### src/sv/lcsg_pkg.sv
// Shared types and constants of the LED color smoothing / gamma block.
// No dependencies.
package lcsg_pkg;

   localparam int LED_COUNT = 256;
   localparam int CHANNELS  = LED_COUNT * 3;
   localparam int CHAN_W    = 10;
   localparam int LVL_AW    = $clog2(CHANNELS);
   localparam int GAM_AW    = 8;
   localparam int REQ_W     = 48;
   localparam int RSP_W     = 24;
   localparam int CSR_AW    = 1;
   localparam int CSR_DW    = 9;
   localparam int QUEUE_AW  = 1;
   localparam int QUEUE_DEPTH = 2 ** QUEUE_AW;

   localparam logic [CHAN_W-1:0] CHANNEL_COUNT = CHAN_W'(CHANNELS);
   localparam logic [LVL_AW-1:0] LAST_CHANNEL  = LVL_AW'(CHANNELS - 1);
   localparam logic [15:0] LEVEL_MAX    = 16'hFF00;
   localparam logic [8:0]  Q08_ONE      = 9'd256;
   localparam logic [8:0]  WEIGHT_RESET = 9'd64;
   localparam logic [8:0]  BRIGHT_RESET = 9'd256;

   typedef enum logic [1:0] {
      OP_SMOOTH = 2'd0,
      OP_SET    = 2'd1,
      OP_READ   = 2'd2,
      OP_GAMMA  = 2'd3
   } op_type;

   typedef enum logic [CSR_AW-1:0] {
      CSR_WEIGHT = 1'b0,
      CSR_BRIGHT = 1'b1
   } csr_index_type;

   typedef struct packed {
      op_type            op;
      logic [CHAN_W-1:0] channel;
      logic [7:0]        value;
      logic [7:0]        lut_address;
      logic [15:0]       lut_word;
   } cmd_type;

   typedef struct packed {
      logic    valid;
      cmd_type cmd;
   } queue_type;

endpackage

### src/sv/lcsg_front.sv
// Front end: takes request items, drops out-of-range channel ops, queues the rest.
// Depends on lcsg_pkg.
module lcsg_front (
   input  logic                          clock,
   input  logic                          reset,
   input  logic                          req_tvalid,
   output logic                          req_tready,
   // op[1:0], channel[11:2], value[19:12], lut_address[27:20], lut_word[43:28]
   input  logic [lcsg_pkg::REQ_W-1:0]    req_tdata,
   input  logic                          clear_busy,
   input  logic                          pop,
   output lcsg_pkg::queue_type           q
);

   lcsg_pkg::cmd_type                   cmd;
   lcsg_pkg::cmd_type                   fifo_ff [lcsg_pkg::QUEUE_DEPTH];
   logic [lcsg_pkg::QUEUE_AW-1:0]       wr_ptr_ff, wr_ptr_in;
   logic [lcsg_pkg::QUEUE_AW-1:0]       rd_ptr_ff, rd_ptr_in;
   logic [lcsg_pkg::QUEUE_AW:0]         count_ff, count_in;
   logic                                keep;
   logic                                push;

   assign cmd.op          = lcsg_pkg::op_type'(req_tdata[1:0]);
   assign cmd.channel     = req_tdata[11:2];
   assign cmd.value       = req_tdata[19:12];
   assign cmd.lut_address = req_tdata[27:20];
   assign cmd.lut_word    = req_tdata[43:28];

   assign keep       = (cmd.op == lcsg_pkg::OP_GAMMA) ||
                       (cmd.channel < lcsg_pkg::CHANNEL_COUNT);
   assign req_tready = (count_ff != (lcsg_pkg::QUEUE_AW+1)'(lcsg_pkg::QUEUE_DEPTH)) &&
                       !clear_busy;
   assign push       = req_tvalid && req_tready && keep;

   assign q.valid = (count_ff != '0);
   assign q.cmd   = fifo_ff[rd_ptr_ff];

   always_comb begin
      wr_ptr_in = wr_ptr_ff + (lcsg_pkg::QUEUE_AW)'(push);
      rd_ptr_in = rd_ptr_ff + (lcsg_pkg::QUEUE_AW)'(pop);
      count_in  = count_ff + (lcsg_pkg::QUEUE_AW+1)'(push) -
                  (lcsg_pkg::QUEUE_AW+1)'(pop);
   end

   always_ff @(posedge clock) begin
      if (reset) begin
         wr_ptr_ff <= '0;
         rd_ptr_ff <= '0;
         count_ff  <= '0;
      end else begin
         wr_ptr_ff <= wr_ptr_in;
         rd_ptr_ff <= rd_ptr_in;
         count_ff  <= count_in;
      end
   end

   always_ff @(posedge clock) begin
      if (push) begin
         fifo_ff[wr_ptr_ff] <= cmd;
      end
   end

endmodule

### config.mk
export PLATFORM = sky130hd
export DESIGN_NAME = lcsg_front
export DESIGN_NICKNAME = d
export VERILOG_FILES = /design/src/sv/lcsg_pkg.sv /design/src/sv/lcsg_front.sv
export SDC_FILE = /design/constraint.sdc
export NUM_CORES = 1
export LEC_CHECK = 0
export BUFFER_PORTS_ARGS = -buffer_cell sky130_fd_sc_hd__clkbuf_2
export CORE_UTILIZATION = 56
export CTS_CLUSTER_SIZE = 30
export DETAILED_ROUTE_END_ITERATION = 8
export PLACE_DENSITY = 0.85
export SETUP_SLACK_MARGIN = 0.15
export SKIP_CTS_REPAIR_TIMING = 1
export SYNTH_ARGS = -nofsm -noshare
export SYNTH_HDL_FRONTEND = slang
export SYNTH_SLANG_ARGS = --single-unit
### constraint.sdc
create_clock -name clock -period 5 [get_ports clock]
set_clock_uncertainty 0.15 [all_clocks]
set_input_delay 0.75 -clock clock [delete_from_list [all_inputs] [get_ports clock]]
set_output_delay 0.75 -clock clock [all_outputs]
set_load 0.05 [all_outputs]
==> flow_metrics.py, run 1 <==
metrics = {
    "floorplanning": {
        "core_area_sq_mm": 0.006061,
        "die_area_sq_mm": 0.006780,
        "start_util_pct": 59.64,
        "rows": 28,
        "pin_count": 99,
        "die_y_um": 82.34,
        "die_w_um": 82.34,
    },
    "synthesis": {
        "postSynthAreaPerCell_sq_um": 22.45,
        "yosys.area.top_type": "edfxtp_1",
        "synth_cells": 161,
        "synthTopCellsByArea": "edfxtp_1, mux2_4, buf_12",
        "ys_seq_area_share_pct": 75.32,
        "synth_fp_nets": 218,
        "synth.distinct_cells": 18,
        "ys_ff_latch": 92,
        "synth_area_sq_mm": 0.003615,
        "ys_warn_count": 0,
        "yosysTopAreaCellShare_pct": 73.10,
    },
    "timing": {
        "final.min_clock_period_ns": 3.199,
        "finalHoldViolCount": 0,
        "drv_slew": 0,
        "rsz0062_at_grt": "no",
        "relSlewSlack_pct": 27.86,
        "setup_violations": 0,
        "worstMarginPinSlew_ns": 1.082,
        "tns_ns": 0,
        "fin_crit_sh_pct": 63.98,
        "fmax_ghz": 0.3126,
    },
    "finish": {
        "area_delta_synth_final_pct": 18.07,
        "stdcell_count": 342,
        "drive_gt1_share_pct": 58.80,
        "nNetsFinal": 319,
        "antenna_cells": 0,
        "nFillCells": 409,
    },
    "route": {
        "drc": 0,
        "drtAntennaViolNets": 0,
        "initialDrtViolationCount": 112,
        "routed_wl_mm": 5.386,
        "first_pass_iters": 4,
        "avgRoutedWirePerCell_um": 15.75,
        "via_per_inst": 5.044,
        "vias": 1725,
    },
    "global_route": {
        "grt_antenna_before_repair": 0,
        "grt-ovfl-total": 0,
        "grt_pass1_wl_mm": 7.872,
        "grt_usage_pct": 16.69,
        "grt_pass1_vias": 1672,
        "grt_max_degree": 45,
    },
    "power": {
        "irDropWorstVdd_mv": 0.3100,
        "leakagePower_nw": 1.713,
        "pwr_density_cell_mw_per_mm2": 386.5,
    },
    "cts": {
        "cts_tree": "built",
        "clk_latency_ns": 0.34,
        "htree_levels": 3,
        "clock-sinks": 92,
        "cts.path.max_buffers": 2,
        "clk_pin_slew_ns": 0.09,
        "cts_buffers": 9,
        "cts_root_buf": "clkbuf_8",
    },
    "setup_path": {
        "endpoint_kind": "primary output",
        "cp.required_ns": 4.10,
        "critPathMaxFanout": 28,
        "crit_type": "reg -> out",
        "startpoint_type": "flip-flop",
        "cp.arrival_ns": 2.30,
    },
    "placed_design": {
        "port_buffers": 94,
        "placedCellCount": 326,
        "hpwl_mm": 3.635,
        "gp_congestion": 0.6379,
    },
    "hold_path": {
        "worst_hold_path_type": "in -> reg",
    },
    "status": {
        "status": "completed",
    },
    "job": {
        "cap_violations": 0,
    },
}
[metal layers]
metal  track usage (%)  up-vias  wire (um)
met5                 0        -          0
met3             4.396       11        344
met2             28.68       61       2752
met4             8.421        0         94
met1             19.27      823       2194
li1                  -      830          -
[worst paths after layout]
kind / start / end / slack [ns] / depth (start not counted)
max: rd_ptr_ff / q[32] / 1.80 / 3
min: req_tdata[24] / fifo_ff[1][20] / 0.44 / 1
max reg2reg: count_ff[0] / fifo_ff[0][14] / 2.83 / 3
min reg2reg: wr_ptr_ff / wr_ptr_ff / 0.46 / 3
[per-stage QoR]
| step | hold slack (ns) | area, sq um | setup slack, ns | total power, mW | util (%) |
|---|---|---|---|---|---|
| after floorplan | 0.3821 | 3615 | 2.276 | 1.194 | - |
| after global placement | 0.4253 | 4101 | 2.144 | 1.246 | 67.67 |
| after detailed placement | 0.4586 | 4101 | 2.151 | 1.255 | 67.67 |
| after CTS | 0.4280 | 4268 | 1.763 | 1.666 | 70.42 |
| after global routing | 0.4311 | 4268 | 1.693 | 1.705 | 70.42 |
| final | 0.4425 | 4268 | 1.801 | 1.649 | 70.42 |
[where the power goes]
| part | total [mW] | switching (mW) | internal [mW] |
|---|---|---|---|
| combinational | 0.323 | 0.210 | 0.112 |
| clock | 0.415 | 0.238 | 0.178 |
| sequential | 0.911 | 0.0227 | 0.888 |
[final cells by class]
cell class	instances	area, sq um	share of cell area, %
tap	75	93.84	2.199
inverter	2	7.507	0.1759
timing repair buffer	95	478.0	11.20
clock inverter	7	42.54	0.9968
clock buffer	9	123.9	2.902
multi-input combinational	62	798.3	18.70
sequential	92	2724	63.82
[cells in the final DEF, fill, tap and decap left out, types with 2 or more instances in the layout]
| cell type | instances |
|---|---|
| dfxtp_1 | 3 |
| ha_2 | 2 |
| clkinv_2 | 2 |
| clkinv_1 | 2 |
| nor2_1 | 3 |
| inv_1 | 2 |
| clkbuf_8 | 9 |
| mux2_4 | 39 |
| nor2b_1 | 3 |
| clkbuf_2 | 94 |
| mux2_2 | 5 |
| ha_1 | 2 |
| edfxtp_1 | 88 |
[logic make-up (layout without fill, tap and decap cells)]
family	count (synthesis)	in the layout	share of synthesized area (%)
buf+inv	7	113	2.735
simple gates	10	10	1.454
fa+ha+maj	4	4	1.385
xor+xnor	2	2	0.8654
compound gates	2	2	0.4847
flops	92	92	75.32
mux	44	44	17.76
[sequential cells by signal, indices dropped and copies added, names as in the netlist]
register	count
rd_ptr_ff	1
wr_ptr_ff	1
fifo_ff	88
count_ff	2
[cells in the mapped netlist]
cell and n:
inv_1 2, xnor3_1 1, mux2_4 39, nor2b_1 3, ha_1 4, mux2_2 5
and2_1 1, or2_2 1, dfxtp_1 4, buf_6 1, nand2b_1 1, nor2_1 3
edfxtp_1 88, o211a_1 1, xnor2_1 1, nand2_1 1, buf_12 4, o211ai_1 1
[worst max-delay path: stages, from the launching register on]
cell      delay (ns)
dfxtp_2         0.92
buf_4           0.46
mux2_4          0.34
clkbuf_2        0.24
Note: power is estimated with default switching activity, not from simulation.
==> run 2: changes to the inputs <==
--- a/config.mk
+++ b/config.mk
@@ -6,10 +6,10 @@
 export NUM_CORES = 1
 export LEC_CHECK = 0
 export BUFFER_PORTS_ARGS = -buffer_cell sky130_fd_sc_hd__clkbuf_2
-export CORE_UTILIZATION = 56
+export CORE_UTILIZATION = 52
 export CTS_CLUSTER_SIZE = 30
 export DETAILED_ROUTE_END_ITERATION = 8
-export PLACE_DENSITY = 0.85
+export PLACE_DENSITY = 0.79
 export SETUP_SLACK_MARGIN = 0.15
 export SKIP_CTS_REPAIR_TIMING = 1
 export SYNTH_ARGS = -nofsm -noshare
==> constraint.sdc (replaced) <==
create_clock -name clock -period 3 [get_ports clock]
set_clock_uncertainty 0.15 [all_clocks]
set_input_delay 0.45 -clock clock [delete_from_list [all_inputs] [get_ports clock]]
set_output_delay 0.45 -clock clock [all_outputs]
set_load 0.05 [all_outputs]
==> run 2 against run 1 <==
Effect of this change: worst hold slack worse by 0.32 ns; non-clock buffer count up 5; critical path depth unchanged; core utilization down 5.8 points; die area up 7.5%; global-route usage down 1.2 points; critical endpoint is now q[15].
==> flow_metrics.py, run 2 (synthesis gave the netlist of run 1 again) <==
metrics = {
    "route": {
        "drtAntennaViolNets": 0,
        "vias": 1754,
        "via_per_inst": 4.983,
        "drc": 0,
        "initialDrtViolationCount": 71,
        "routed_wl_mm": 5.284,
        "avgRoutedWirePerCell_um": 15.01,
        "first_pass_iters": 4,
    },
    "finish": {
        "top_regs": "fifo_ff (88), count_ff (2)",
        "final_cell_mix": "clkbuf_2, edfxtp_1, mux2_4, clkbuf_8, mux2_2",
        "area_delta_synth_final_pct": 20.70,
        "regMostFlops": "fifo_ff",
        "antenna_cells": 0,
        "regArea_sq_mm": 0.002724,
        "nFillCells": 495,
        "drive_gt1_share_pct": 59.93,
        "layout_commonest_cell": "clkbuf_2",
        "largest_reg_flops": 88,
        "multiInputGateArea_sq_um": 798.3,
        "nNetsFinal": 324,
    },
    "setup_path": {
        "crit_type": "reg -> out",
        "cp.arrival_ns": 1.68,
        "cp.required_ns": 2.40,
        "critPathMaxFanout": 25,
        "startpoint_type": "flip-flop",
        "rrSetupSlack_ns": 1.17,
        "r2r_cells": 4,
        "r2r_start": "count_ff[0]",
        "endpoint_kind": "primary output",
        "rr_endpoint": "fifo_ff[1][23]",
    },
    "job": {
        "cap_violations": 0,
    },
    "placed_design": {
        "gp_congestion": 0.6948,
        "port_buffers": 94,
        "hpwl_mm": 3.628,
    },
    "global_route": {
        "met3_usage_pct": 7.490,
        "grt_pass1_wl_mm": 8.135,
        "grt_usage_pct": 15.47,
        "grt_antenna_before_repair": 0,
        "grt_use_met1_pct": 17.89,
        "grt_max_degree": 26,
        "busiest_layer": "met2",
        "grt-ovfl-total": 0,
        "grt_pass1_vias": 1726,
        "grt_use_met2_pct": 24.19,
    },
    "timing": {
        "finalHoldViolCount": 0,
        "setup_violations": 0,
        "fin_crit_sh_pct": 75.98,
        "worstMarginPinSlew_ns": 0.4610,
        "fmax_ghz": 0.4387,
        "final.min_clock_period_ns": 2.279,
        "drv_slew": 0,
        "tns_ns": 0,
        "whs_ns": 0.1259,
        "relSlewSlack_pct": 69.27,
        "rsz0062_at_grt": "no",
    },
    "hold_path": {
        "worst_hold_path_type": "in -> reg",
        "hold_path_startpoint": "req_tdata[8]",
        "hold_end": "fifo_ff[1][38]",
        "hold_depth": 1,
    },
    "power": {
        "comb_power_share_pct": 19.8,
        "pwr_density_cell_mw_per_mm2": 656.2,
        "p_int_mw": 2.060,
        "leakagePower_nw": 1.757,
        "switching_share_pct": 28.05,
        "total_power_mw": 2.863,
        "p_seq_share_pct": 52.3,
        "p_switching_mw": 0.8030,
        "clkPwrFrac_pct": 28.0,
        "irDropWorstVdd_mv": 0.3732,
    },
    "cts": {
        "htree_levels": 3,
        "cts.path.max_buffers": 2,
        "cts_tree": "built",
        "cts_root_buf": "clkbuf_8",
        "clock-sinks": 92,
        "clk_latency_ns": 0.35,
        "cts_buffers": 9,
        "clk_pin_slew_ns": 0.09,
    },
    "floorplanning": {
        "die_y_um": 85.38,
        "die_area_sq_mm": 0.007289,
        "start_util_pct": 53.50,
        "rows": 30,
        "core_area_sq_mm": 0.006756,
        "pin_count": 99,
        "die_w_um": 85.38,
    },
    "status": {
        "status": "completed",
    },
}
==> run 2: changes by cell type in the layout (fill, tap and decap cells not counted), sizes merged <==
cell    previous run  this run
inv                3         2
buf                1         6
clkinv             5         4
bufinv             0         1
clkbuf           103       104
==> run 2: worst max-delay path by stage <==
stage               startpoint  slack [ns]             to  cells past startpoint
CTS                  rd_ptr_ff        0.68           q[4]                      3
finish               rd_ptr_ff        0.72          q[15]                      3
floorplan           req_tvalid        0.58  fifo_ff[1][0]                      3
global placement    clear_busy        0.97  fifo_ff[0][7]                      5
global route         rd_ptr_ff        0.66          q[15]                      3
detailed placement  clear_busy        0.95  fifo_ff[1][7]                      5
==> run 2: metal layers <==
layer	routed length [um]	share of wire, %
met5	0	0
met4	95	1.8
met1	2254	43
met2	2456	46
met3	477	9.0
==> run 2: final cells by class <==
| class | instances | share of cell area, % |
|---|---|---|
| multi-input combinational | 62 | 18.30 |
| inverter | 2 | 0.1721 |
| clock inverter | 6 | 1.491 |
| timing repair buffer | 100 | 12.39 |
| clock buffer | 10 | 2.925 |
| sequential | 92 | 62.43 |
| tap | 80 | 2.294 |
==> run 2: power groups by stage <==
stage | logic (mW) | clock network, mW | registers, mW
CTS | 0.572 | 0.819 | 1.50
finish | 0.566 | 0.801 | 1.50
global placement | 0.564 | 0 | 1.52
global route | 0.597 | 0.865 | 1.50
detailed placement | 0.570 | 0 | 1.53
floorplan | 0.467 | 0 | 1.52
==> run 2: stage by stage <==
step	setup slack (ns)	instances	util [%]	cell area, sq um
floorplan	0.5757	161	-	3615
global placement	0.9670	336	61.72	4170
detailed placement	0.9488	336	61.72	4170
CTS	0.6841	352	64.57	4363
global route	0.6554	352	64.57	4363
finish	0.7207	352	64.57	4363
==> run 2: critical path: stages, from the launching register on <==
cell      delay, ns
dfxtp_2        0.33
buf_4          0.40
mux2_4         0.34
clkbuf_2       0.24
